**src/hdl/hrt_pkg.sv**
```systemverilog
// Shared types and constants for the HTTP request tokenizer.
// No dependencies; every other file of the block imports this package.
`timescale 1ns / 1ps

package hrt_pkg;

    // Byte codes that steer the tokenizer.
    localparam logic [7:0] ByteCr    = 8'h0D;
    localparam logic [7:0] ByteLf    = 8'h0A;
    localparam logic [7:0] ByteSp    = 8'h20;
    localparam logic [7:0] ByteTab   = 8'h09;
    localparam logic [7:0] ByteVt    = 8'h0B;
    localparam logic [7:0] ByteFf    = 8'h0C;
    localparam logic [7:0] ByteColon = 8'h3A;

    // Only the first three request-line tokens are passed on.
    localparam logic [1:0] TokLimit = 2'd3;

    // Largest number of results one input byte can cause.
    localparam int MaxRes = 3;

    typedef enum logic [1:0] {
        PH_REQ   = 2'd0,
        PH_NAME  = 2'd1,
        PH_VALUE = 2'd2,
        PH_BODY  = 2'd3
    } t_phase;

    typedef enum logic [2:0] {
        KIND_METHOD  = 3'd0,
        KIND_URL     = 3'd1,
        KIND_VERSION = 3'd2,
        KIND_NAME    = 3'd3,
        KIND_VALUE   = 3'd4,
        KIND_BODY    = 3'd5,
        KIND_END     = 3'd6
    } t_kind;

    typedef struct packed {
        logic [7:0] data;
        t_kind      kind;
        logic       first;
        logic [4:0] hidx;
        logic       ovf;
        logic       last;
    } t_result;

    // All results of one input byte, oldest in entry 0.
    typedef struct packed {
        logic [1:0]               count;
        t_result [MaxRes-1:0]     res;
    } t_batch;

endpackage

```
**src/hdl/hrt_parse.sv**
```systemverilog
// Tokenizer state and the per-byte step logic that turns one byte into its results.
// Depends on hrt_pkg.
`timescale 1ns / 1ps

module hrt_parse #(
    parameter int MAX_HEADERS = 32
) (
    input  logic            i_clk,
    input  logic            i_rst_n,
    input  logic            i_step,
    input  logic [7:0]      i_byte,
    input  logic            i_eor,
    output hrt_pkg::t_batch o_batch
);
    import hrt_pkg::*;

    localparam int         HdrCapInt = (MAX_HEADERS < 31) ? MAX_HEADERS : 31;
    localparam logic [4:0] HdrCap    = 5'(HdrCapInt);

    t_phase     r_phase,  n_phase;
    logic [1:0] r_tok,    n_tok;
    logic       r_inside, n_inside;
    logic       r_lf,     n_lf;
    logic       r_colon,  n_colon;
    logic       r_begun,  n_begun;
    logic [4:0] r_hcnt,   n_hcnt;
    logic       r_ovf,    n_ovf;

    // Events found by the next-state logic, used to build the result list.
    logic       e_held, e_held_first;
    logic       e_main, e_main_first;
    t_kind      e_kind;
    logic       e_eor_colon, e_eor_first;
    logic [4:0] m_hcnt, f_hcnt;
    logic       m_ovf,  f_ovf;

    // Header count with saturation; the top bit is the overflow flag.
    function automatic logic [5:0] f_count(input logic [5:0] v);
        logic [5:0] r;
        r = v;
        if (v[4:0] < HdrCap) begin
            r[4:0] = v[4:0] + 5'd1;
        end else begin
            r[5] = 1'b1;
        end
        return r;
    endfunction

    function automatic logic f_is_sep(input logic [7:0] b);
        return (b == ByteSp) || (b == ByteTab) || (b == ByteLf) ||
               (b == ByteVt) || (b == ByteFf);
    endfunction

    always_comb begin
        t_phase     ph;
        logic [1:0] tn;
        logic       it, ch, fb, ov, nl, drop, skip;
        logic [4:0] hc;
        ph = r_phase;
        tn = r_tok;
        it = r_inside;
        ch = r_colon;
        fb = r_begun;
        hc = r_hcnt;
        ov = r_ovf;
        nl = 1'b0;
        skip = 1'b0;
        e_held = 1'b0;
        e_held_first = 1'b0;
        e_main = 1'b0;
        e_main_first = 1'b0;
        e_kind = KIND_METHOD;
        e_eor_colon = 1'b0;
        e_eor_first = 1'b0;
        // A single LF right after a CR is swallowed.
        drop = r_lf && (i_byte == ByteLf);
        if (!drop) begin
            unique case (r_phase)
                PH_REQ: begin
                    if (i_byte == ByteCr) begin
                        ph = PH_NAME;
                        it = 1'b0;
                        fb = 1'b0;
                        nl = 1'b1;
                    end else if (f_is_sep(i_byte)) begin
                        if (it) begin
                            it = 1'b0;
                            if (tn < TokLimit) begin
                                tn = tn + 2'd1;
                            end
                        end
                    end else begin
                        if (tn < TokLimit) begin
                            e_main = 1'b1;
                            e_kind = t_kind'({1'b0, tn});
                            e_main_first = !it;
                        end
                        it = 1'b1;
                    end
                end
                PH_NAME: begin
                    if (ch) begin
                        ch = 1'b0;
                        if (i_byte == ByteSp) begin
                            ph = PH_VALUE;
                            fb = 1'b0;
                            skip = 1'b1;
                        end else begin
                            e_held = 1'b1;
                            e_held_first = !fb;
                            fb = 1'b1;
                        end
                    end
                    if (!skip) begin
                        if (i_byte == ByteCr) begin
                            if (fb) begin
                                {ov, hc} = f_count({ov, hc});
                            end else begin
                                ph = PH_BODY;
                            end
                            fb = 1'b0;
                            nl = 1'b1;
                        end else if (i_byte == ByteColon) begin
                            ch = 1'b1;
                        end else begin
                            e_main = 1'b1;
                            e_kind = KIND_NAME;
                            e_main_first = !fb;
                            fb = 1'b1;
                        end
                    end
                end
                PH_VALUE: begin
                    if (i_byte == ByteCr) begin
                        {ov, hc} = f_count({ov, hc});
                        ph = PH_NAME;
                        fb = 1'b0;
                        nl = 1'b1;
                    end else begin
                        e_main = 1'b1;
                        e_kind = KIND_VALUE;
                        e_main_first = !fb;
                        fb = 1'b1;
                    end
                end
                PH_BODY: begin
                    e_main = 1'b1;
                    e_kind = KIND_BODY;
                    e_main_first = !fb;
                    fb = 1'b1;
                end
            endcase
        end
        m_hcnt = hc;
        m_ovf = ov;
        if (i_eor) begin
            if (ch) begin
                e_eor_colon = 1'b1;
                e_eor_first = !fb;
                fb = 1'b1;
            end
            if ((ph == PH_VALUE) || ((ph == PH_NAME) && fb)) begin
                {ov, hc} = f_count({ov, hc});
            end
        end
        f_hcnt = hc;
        f_ovf = ov;
        if (i_eor) begin
            n_phase = PH_REQ;
            n_tok = 2'd0;
            n_inside = 1'b0;
            n_lf = 1'b0;
            n_colon = 1'b0;
            n_begun = 1'b0;
            n_hcnt = 5'd0;
            n_ovf = 1'b0;
        end else begin
            n_phase = ph;
            n_tok = tn;
            n_inside = it;
            n_lf = nl;
            n_colon = ch;
            n_begun = fb;
            n_hcnt = hc;
            n_ovf = ov;
        end
    end

    // Result list: held colon, content byte, colon held at end, end marker.
    always_comb begin
        logic [1:0] idx;
        idx = 2'd0;
        o_batch = '0;
        if (e_held) begin
            o_batch.res[idx] = '{data: ByteColon, kind: KIND_NAME, first: e_held_first,
                                 hidx: r_hcnt, ovf: r_ovf, last: 1'b0};
            idx = idx + 2'd1;
        end
        if (e_main) begin
            o_batch.res[idx] = '{data: i_byte, kind: e_kind, first: e_main_first,
                                 hidx: r_hcnt, ovf: r_ovf, last: 1'b0};
            idx = idx + 2'd1;
        end
        if (e_eor_colon) begin
            o_batch.res[idx] = '{data: ByteColon, kind: KIND_NAME, first: e_eor_first,
                                 hidx: m_hcnt, ovf: m_ovf, last: 1'b0};
            idx = idx + 2'd1;
        end
        if (i_eor) begin
            o_batch.res[idx] = '{data: 8'd0, kind: KIND_END, first: 1'b0,
                                 hidx: f_hcnt, ovf: f_ovf, last: 1'b0};
            idx = idx + 2'd1;
        end
        if (idx != 2'd0) begin
            o_batch.res[2'(idx - 2'd1)].last = 1'b1;
        end
        o_batch.count = idx;
    end

    always_ff @(posedge i_clk) begin
        if (!i_rst_n) begin
            r_phase  <= PH_REQ;
            r_tok    <= 2'd0;
            r_inside <= 1'b0;
            r_lf     <= 1'b0;
            r_colon  <= 1'b0;
            r_begun  <= 1'b0;
            r_hcnt   <= 5'd0;
            r_ovf    <= 1'b0;
        end else if (i_step) begin
            r_phase  <= n_phase;
            r_tok    <= n_tok;
            r_inside <= n_inside;
            r_lf     <= n_lf;
            r_colon  <= n_colon;
            r_begun  <= n_begun;
            r_hcnt   <= n_hcnt;
            r_ovf    <= n_ovf;
        end
    end

endmodule

```
**src/hdl/hrt_outq.sv**
```systemverilog
// Result register for the tokenizer: holds the up to three results of one byte
// and hands them out one beat at a time. Depends on hrt_pkg.
`timescale 1ns / 1ps

module hrt_outq (
    input  logic             i_clk,
    input  logic             i_rst_n,
    input  logic             i_push,
    input  hrt_pkg::t_batch  i_batch,
    input  logic             i_stall,
    output logic             o_ready,
    output logic             o_valid,
    output hrt_pkg::t_result o_head
);
    import hrt_pkg::*;

    t_result    r_q [MaxRes];
    logic [1:0] r_count;
    logic       pop;

    assign o_valid = (r_count != 2'd0);
    assign pop     = o_valid && !i_stall;
    // A new batch may load once the register is empty or its last beat leaves now.
    assign o_ready = (r_count == 2'd0) || ((r_count == 2'd1) && pop);
    assign o_head  = r_q[0];

    always_ff @(posedge i_clk) begin
        if (!i_rst_n) begin
            r_count <= 2'd0;
        end else if (i_push) begin
            r_count <= i_batch.count;
        end else if (pop) begin
            r_count <= r_count - 2'd1;
        end
    end

    always_ff @(posedge i_clk) begin
        if (i_push) begin
            for (int k = 0; k < MaxRes; k++) begin
                r_q[k] <= i_batch.res[k];
            end
        end else if (pop) begin
            for (int k = 0; k < MaxRes - 1; k++) begin
                r_q[k] <= r_q[k+1];
            end
        end
    end

endmodule

```
**src/hdl/http_request_tokenizer.sv**
```systemverilog
// Path: a byte is registered on acceptance, then its results are loaded into the result register.
// Throughput: one byte per cycle while each byte yields at most one result and the output is
// not stalled; a byte that yields two or three results (held colon, end marker) holds the input
// until its last result leaves, as the single result register drains one beat per unstalled cycle.
// Reset: synchronous, active low; clears the tokenizer state and both valid flags.
// Top level of the HTTP request tokenizer; uses hrt_pkg, hrt_parse and hrt_outq.
`timescale 1ns / 1ps

module http_request_tokenizer #(
    parameter int MAX_HEADERS = 32
) (
    input  logic       i_clk,
    input  logic       i_rst_n,
    // Input channel: one raw request byte per beat.
    input  logic       i_valid,
    output logic       o_stall,
    input  logic [7:0] i_in_byte,
    input  logic       i_end_of_request,
    // Output channel: one tagged content byte or end marker per beat.
    output logic       o_valid,
    input  logic       i_stall,
    output logic [7:0] o_out_byte,
    output logic [2:0] o_field_kind,
    output logic       o_field_first,
    output logic [4:0] o_header_index,
    output logic       o_header_overflow,
    output logic       o_run_last
);
    import hrt_pkg::*;

    localparam int         HdrCapInt = (MAX_HEADERS < 31) ? MAX_HEADERS : 31;
    localparam logic [4:0] HdrCap    = 5'(HdrCapInt);

    // Input register. It is loaded whenever it is empty or its byte is being
    // consumed, so a fresh byte can follow in the very next cycle.
    logic       r_in_valid;
    logic [7:0] r_in_byte;
    logic       r_in_eor;
    logic       accept;
    logic       consume;
    logic       q_ready;
    t_batch     batch;
    t_result    head;

    // The registered byte is processed when the result register can take all
    // of its results in one go.
    assign consume = r_in_valid && q_ready;
    assign o_stall = r_in_valid && !consume;
    assign accept  = i_valid && !o_stall;

    always_ff @(posedge i_clk) begin
        if (!i_rst_n) begin
            r_in_valid <= 1'b0;
        end else if (accept) begin
            r_in_valid <= 1'b1;
        end else if (consume) begin
            r_in_valid <= 1'b0;
        end
    end

    always_ff @(posedge i_clk) begin
        if (accept) begin
            r_in_byte <= i_in_byte;
            r_in_eor  <= i_end_of_request;
        end
    end

    // The step logic updates the tokenizer state and builds the result list
    // for the registered byte in the same cycle.
    hrt_parse #(
        .MAX_HEADERS(MAX_HEADERS)
    ) u_parse (
        .i_clk   (i_clk),
        .i_rst_n (i_rst_n),
        .i_step  (consume),
        .i_byte  (r_in_byte),
        .i_eor   (r_in_eor),
        .o_batch (batch)
    );

    // The result register holds the list and presents its head.
    hrt_outq u_outq (
        .i_clk   (i_clk),
        .i_rst_n (i_rst_n),
        .i_push  (consume),
        .i_batch (batch),
        .i_stall (i_stall),
        .o_ready (q_ready),
        .o_valid (o_valid),
        .o_head  (head)
    );

    assign o_out_byte        = head.data;
    assign o_field_kind      = head.kind;
    assign o_field_first     = head.first;
    assign o_header_index    = head.hidx;
    assign o_header_overflow = head.ovf;
    assign o_run_last        = head.last;

    // The end marker is always the final beat of its byte and carries no content.
    a_end_last : assert property (@(posedge i_clk) disable iff (!i_rst_n)
        (o_valid && (o_field_kind == KIND_END)) |-> (o_run_last && !o_field_first &&
                                                     (o_out_byte == 8'd0)))
        else $error("end marker is not a clean final beat");

    // The header index never passes its saturation point.
    a_hidx_cap : assert property (@(posedge i_clk) disable iff (!i_rst_n)
        o_valid |-> (o_header_index <= HdrCap))
        else $error("header index beyond its cap");

    // A byte waiting in the input register stays put until it is processed.
    a_in_hold : assert property (@(posedge i_clk) disable iff (!i_rst_n)
        (r_in_valid && !consume) |=> (r_in_valid && $stable(r_in_byte) && $stable(r_in_eor)))
        else $error("waiting input byte lost or changed");

    // A new byte is never processed while earlier results still wait behind the head.
    a_no_overrun : assert property (@(posedge i_clk) disable iff (!i_rst_n)
        consume |-> (!o_valid || (o_run_last && !i_stall)))
        else $error("results of a byte overwritten before delivery");

endmodule
```
**config.mk**
```make
export PLATFORM = sky130hd
export DESIGN_NAME = http_request_tokenizer
export DESIGN_NICKNAME = d
export VERILOG_FILES = /design/src/hdl/hrt_pkg.sv /design/src/hdl/hrt_parse.sv /design/src/hdl/hrt_outq.sv /design/src/hdl/http_request_tokenizer.sv
export SDC_FILE = /design/constraint.sdc
export NUM_CORES = 1
export LEC_CHECK = 0
export BUFFER_PORTS_ARGS = -buffer_cell sky130_fd_sc_hd__buf_2
export CAP_MARGIN = 20
export CORE_MARGIN = 5
export CORE_UTILIZATION = 45
export DETAILED_ROUTE_END_ITERATION = 8
export HOLD_SLACK_MARGIN = 0.03
export PLACE_DENSITY = 0.66
export SKIP_LAST_GASP = 1
export SLEW_MARGIN = 20
export SYNTH_ARGS = -nofsm -noshare
export SYNTH_HDL_FRONTEND = slang
export SYNTH_SLANG_ARGS = --single-unit
```
**constraint.sdc**
```tcl
create_clock -name i_clk -period 5.6 [get_ports i_clk]
set_clock_uncertainty 0.05 [all_clocks]
set_input_delay 0 -clock i_clk [delete_from_list [all_inputs] [get_ports i_clk]]
set_output_delay 0 -clock i_clk [all_outputs]
set_load 0.005 [all_outputs]
```
## Word-level counts from Yosys, hierarchy flattened

Memories as Yosys holds them, arrays and structs flattened.
Index checks and enable logic that the tools add are counted.

- Memories kept: 1
- Logic and storage cells: 227
- Output and inout port bits: 21
- Bits in registers: 26
- Input bits: 13
- Bits in writable memories: 57

Memories:

| memory | depth | width | read ports | clocked after memory_dff | write ports | line | text |
|---|---|---|---|---|---|---|---|
| u_outq.r_q | 3 | 19 | 3 | 0 | 3 | hrt_outq.sv:17 | `t_result r_q [MaxRes];` |

- Order comparisons: 11
- Muxes and demuxes: 141
- Add/subtract/negate cells: 8
- Bitwise gates (word level): 2
- Reduce and logical (&&, ||, !) cells: 37
- Eq/ne operators: 15

Operator list:

| kind | number |
|---|---|
| $bwmux 57 | 4 |
| $mux 57 | 4 |
| $demux 19 s2 | 4 |
| $mux 19 | 5 |
| $mux 1 | 77 |
| $mux 5 | 10 |
| $mux 2 | 22 |
| $eq 8x4->1 const B | 5 |
| $mux 3 | 6 |
| $mux 17 | 1 |
| $eq 8x6->1 const B | 2 |
| $reduce_bool 2->1 | 8 |
| $pmux 1 s4 | 3 |
| $pmux 3 s4 | 1 |
| $logic_and 1x1->1 | 11 |
| $add 5x1->5 const B | 2 |
| $lt 5x5->1 const B | 2 |
| $pmux 5 s2 | 1 |
| $lt 2x3->1 const B | 3 |
| $logic_not 1->1 | 7 |
| $reduce_and 7->1 | 1 |
| $add 2x1->2 const B | 3 |
| $eq 2x1->1 const B | 3 |
| $eq 2x2->1 const B | 3 |
| 14 further kinds | 26 |

## Depth between registers and ports, before layout

- Word-level depth: 22
- Mapped depth: 17
- Gate-level depth less buffers: 17

## By module

A second synthesis with hierarchy kept.

- Cells, all modules: 502
- Area total of the unflattened synthesis: 5,252.5 um2

Modules (own cells, without submodules):

| module | times used | sequential area each (um2) | cells an instance | area an instance (um2) |
|---|---|---|---|---|
| hrt_outq | 1 | 1,751.7 | 138 | 2,481.1 |
| hrt_parse | 1 | 280.3 | 350 | 2,447.3 |
| http_request_tokenizer | 1 | 290.3 | 14 | 324.1 |

## Worst setup path after synthesis

No wires, ideal clock.

- Path type: register to register
- Start point: reg u_outq.r_count[0]
- End point: mem u_outq.r_q[0][0] (netlist name), enable pin
- Data required time: 5.064 ns
- Cell stages (with the launch flop): 4
- Arrival: 3.355 ns
- Setup slack: 1.709 ns
- Library setup time: 0.486 ns
- Clock period less this slack: 3.891 ns
- Buffers on the path: 0
- Cells stage by stage: dfxtp_1 > inv_1 > ha_1 > o21ai_0

RTL lines:

| item | line | text |
|---|---|---|
| start: declaration | hrt_outq.sv:18 | `logic [1:0] r_count;` |
| start signal: assignment | hrt_outq.sv:31 | `r_count <= i_batch.count;` |
| start signal: assignment | hrt_outq.sv:33 | `r_count <= r_count - 2'd1;` |
| end: declaration | hrt_outq.sv:17 |  |

==> summary.txt <==
Status
  • Status: completed

Pwr
  • VDD IR-drop max: 0.000152 V
  • Leak: between 1.5 and 2 nW
  • PwrDens: approximately 300 nW/µm²

Worst setup path
  • CP max stage delay: between 600 and 700 ps
  • CP Launch Type: register
  • Crit-path max FO: 11
  • Crit path max-delay family: simple AND/OR/NAND/NOR gates
  • Worst Path Buf+Inv: 1
  • Reg2reg path depth: 11
  • Crit-path cells: or4_1 -> or2_1 -> o2bb2ai_1 -> nand2_1 -> fa_1 -> inv_1 -> ha_1 -> nand2_1 -> nand2_1 -> nor4_1 -> and2_1
  • WP depth: 11
  • Critical Path Sink Type: register
  • Critical Path RT: 5780 ps
  • Reg2reg start: r_in_byte[2]
  • Reg2reg end: u_outq.r_q[0][36]
  • Reg-to-reg slack, setup: roughly 930 ps
  • Critical path class: reg -> reg
  • CP max stage cell: fa_1
  • Worst EP arrival: 4860 ps
  • CP dominant cell by count: nand2_1

Logic synthesis
  • Ys flop type: edfxtp_1
  • Post-synth EDFFs: 58
  • Yosys warnings: 0
  • Asr flop ratio synth: 0%
  • Mapped Cells: 481
  • Register area share after synthesis: approximately 45%
  • Post-synthesis cell area: between 4000 and 5000 µm²
  • Post-synthesis net count: 512
  • Syn_area_per_cell: 9.70 µm²
  • Yosys cell types: 72
  • #FFs+latches synth: 75

GRT
  • Pin count of the biggest net entering global routing: 39
  • Vias in the first global route: approximately 3,700
  • Initial antenna violation count: 0
  • Overflow after GRT: 0
  • First-pass GRT wire length: just under 20,000 µm
  • Total GRT Usage: approximately a fifth

Floorplan
  • DIE WIDTH: 112 µm
  • Io pins: 34
  • Core area: 10,200 µm²
  • Die outline height: roughly 110 µm
  • Rows: 37
  • Die area: 12,500 µm²
  • Initial Util: 45.6%

Detailed routing
  • Avg WL per Cell: 18.8 µm
  • Post-route DRC violation count: 0
  • Final ANT Viol Nets: 0
  • Vias/cell: between 6 and 7
  • Via Count: slightly below 4,000
  • Router iterations before antenna repair: 5
  • Final WL: around 12,000 µm
  • Initial drt markers: between 200 and 300

CTS
  • Clock Tree Root: clkbuf_8
  • Skew-Pair Late Insertion Delay: ~360 ps
  • CTS sink cnt: 75
  • CTS tree: built
  • Num CTS Buffers: 9
  • Clock transition at path regs: 90 ps
  • CTS H-tree lvls: 3
  • # Post-CTS Setup Buffers: 0
  • Maximum root-to-sink buffer count: 2

Placement
  • Final Wtd Congestion: approximately 0.94
  • Pre-CTS setup slack: 951 ps
  • Placed wire-length estimate: 8240 µm
  • Port bufs: 33

STA
  • Setup TNS: 0 ps
  • Final period util: a little over four fifths
  • Least-Margin Pin Slew: 834 ps
  • Max_slew headroom: 44.2%
  • Fmax: ~0.21 GHz
  • Min Tclk post-route: around 4700 ps
  • RSZ-0062 raised after global routing: no
  • # setup viols final: 0
  • Setup WS post-layout: between 900 and 1000 ps
  • Fin. Hold Viols: 0
  • Final Max Slew Viols: 0

Cells and area
  • Diodes inserted: 0
  • Area Overhead vs Synth: 10.0%
  • Share of cells above drive strength 1: ~14%
  • Layout net count: ~530
  • Post-route core utilization: roughly half

Hold path
  • Worst hold path type: in -> reg
  • Hold Startpoint: i_stall
  • Hold path endpoint: u_outq.r_count[1]
  • Hold Path Depth: 5

Run
  • # Max-Cap Violations: 0
-- cell usage in the layout, fill, tap and decap left out, drive strengths merged, types with 6 or more instances in the layout --
master | synthesis | layout
o21ai | 28 | 28
nor2b | 13 | 13
clkbuf | 21 | 9
buf | 24 | 36
a22oi | 9 | 9
a21boi | 7 | 7
and3 | 6 | 6
a221o | 8 | 8
edfxtp | 58 | 58
and2 | 10 | 10
dfxtp | 17 | 17
a31oi | 12 | 12
nor2 | 30 | 30
or3 | 7 | 7
nand3 | 13 | 13
a21oi | 39 | 39
ha | 17 | 17
a22o | 7 | 7
o21a | 7 | 7
o31ai | 7 | 7
nand2 | 30 | 30
inv | 19 | 21
a211oi | 11 | 11
dlygate4sd3 | 0 | 12
or2 | 7 | 7
nor3 | 11 | 11
-- worst reg2reg max path, stage by stage (launching register included) --
cell and delay [ps]:
edfxtp_1 550, or4_1 630, or2_1 300, o2bb2ai_1 500, nand2_1 200, fa_1 670
inv_1 110, ha_1 240, nand2_1 190, nand2_1 300, nor4_1 600, and2_1 200
-- registers in the layout (all words and copies together), names as in the netlist --
register,cells
u_parse.r_inside,1
r_in_byte,8
r_in_valid,1
u_outq.r_count,2
u_outq.r_q,49
u_parse.r_begun,1
u_parse.r_hcnt,5
u_parse.r_lf,1
r_in_eor,1
u_parse.r_tok,2
u_parse.r_ovf,1
u_parse.r_phase,2
u_parse.r_colon,1
-- metrics by stage --
step	std cells	total power [W]	hold slack (ps)	area, µm²
3_5_place_dp	608	0.00105	129	4790
2_1_floorplan	481	0.000979	48.9	4660
5_1_grt	636	0.00160	264	5130
6_report	636	0.00152	239	5130
3_3_place_gp	608	0.00104	126	4790
4_1_cts	636	0.00153	236	5130
-- cell families (layout without fill, tap and decap cells) --
group,Yosys count,after routing,synth area share [%]
DFF,75,75,44.6
adders and majority gates,18,18,4.99
AOI/OAI and AO/OA,163,163,24.3
and+or+nand+nor,157,157,18.6
xor gates and xnor gates,1,1,0.188
muxes,1,1,0.215
buffers and inverters,66,85,7.05
-- power breakdown --
part | leakage, nW | internal (W) | switching, W
clock | 0.114 | 0.000255 | 0.000227
combinational | 1.01 | 0.000103 | 0.000176
sequential | 0.701 | 0.000721 | 0.0000387
total | 1.82 | 0.00108 | 0.000442
-- synthesized netlist by cell type (6+ instances only) --
master / n / area (µm²)
nand2_1: 30 / 113
inv_1: 19 / 71.3
ha_1: 17 / 213
or3_1: 7 / 43.8
nand3_1: 12 / 60.1
clkbuf_1: 21 / 78.8
nor3_1: 10 / 50.1
o21ai_0: 24 / 120
o31ai_1: 6 / 45.0
a221o_1: 8 / 80.1
a21oi_1: 39 / 195
and2_1: 10 / 62.6
a31oi_1: 12 / 75.1
a22o_1: 7 / 61.3
and3_1: 6 / 37.5
nor2b_1: 13 / 81.3
edfxtp_1: 58 / 1740
dfxtp_1: 17 / 340
buf_4: 16 / 120
a22oi_1: 9 / 67.6
a211oi_1: 10 / 75.1
nor2_1: 30 / 113
o21a_1: 7 / 52.6
-- final cells by class --
type | instances | area (µm²)
clock buffer | 9 | 124
tap | 136 | 170
fill | 910 | 5100
inverter | 21 | 78.8
clock inverter | 7 | 100
sequential | 75 | 2080
timing repair buffer | 48 | 308
multi-input combinational | 340 | 2270
-- worst max path at each step --
| stage | end | slack [ps] | start |
|---|---|---|---|
| floorplan | u_outq.r_q[0][0] | 1710 | u_outq.r_count[0] |
| detailed placement | u_outq.r_q[0][36] | 950 | r_in_byte[2] |
| finish | u_outq.r_q[0][36] | 930 | r_in_byte[2] |
| CTS | u_outq.r_q[0][30] | 960 | r_in_byte[2] |
| global route | u_outq.r_q[0][37] | 570 | r_in_byte[2] |
| global placement | u_outq.r_q[0][37] | 1110 | r_in_byte[0] |
-- routing by layer --
| metal | track usage (%) | wire length [µm] | up-vias |
|---|---|---|---|
| met5 | 0 | 0 | - |
| met4 | 6.81 | 263 | 0 |
| met3 | 3.91 | 876 | 31 |
| met2 | 29.2 | 5370 | 188 |
| met1 | 27.4 | 5450 | 1856 |
| li1 | - | - | 1839 |
-- what timing repair did --
action,CTS,global route
resized for setup,0,0
hold endpoints to repair,26,0
hold buffers,12,0
Power figures use the tool's default switching activity.
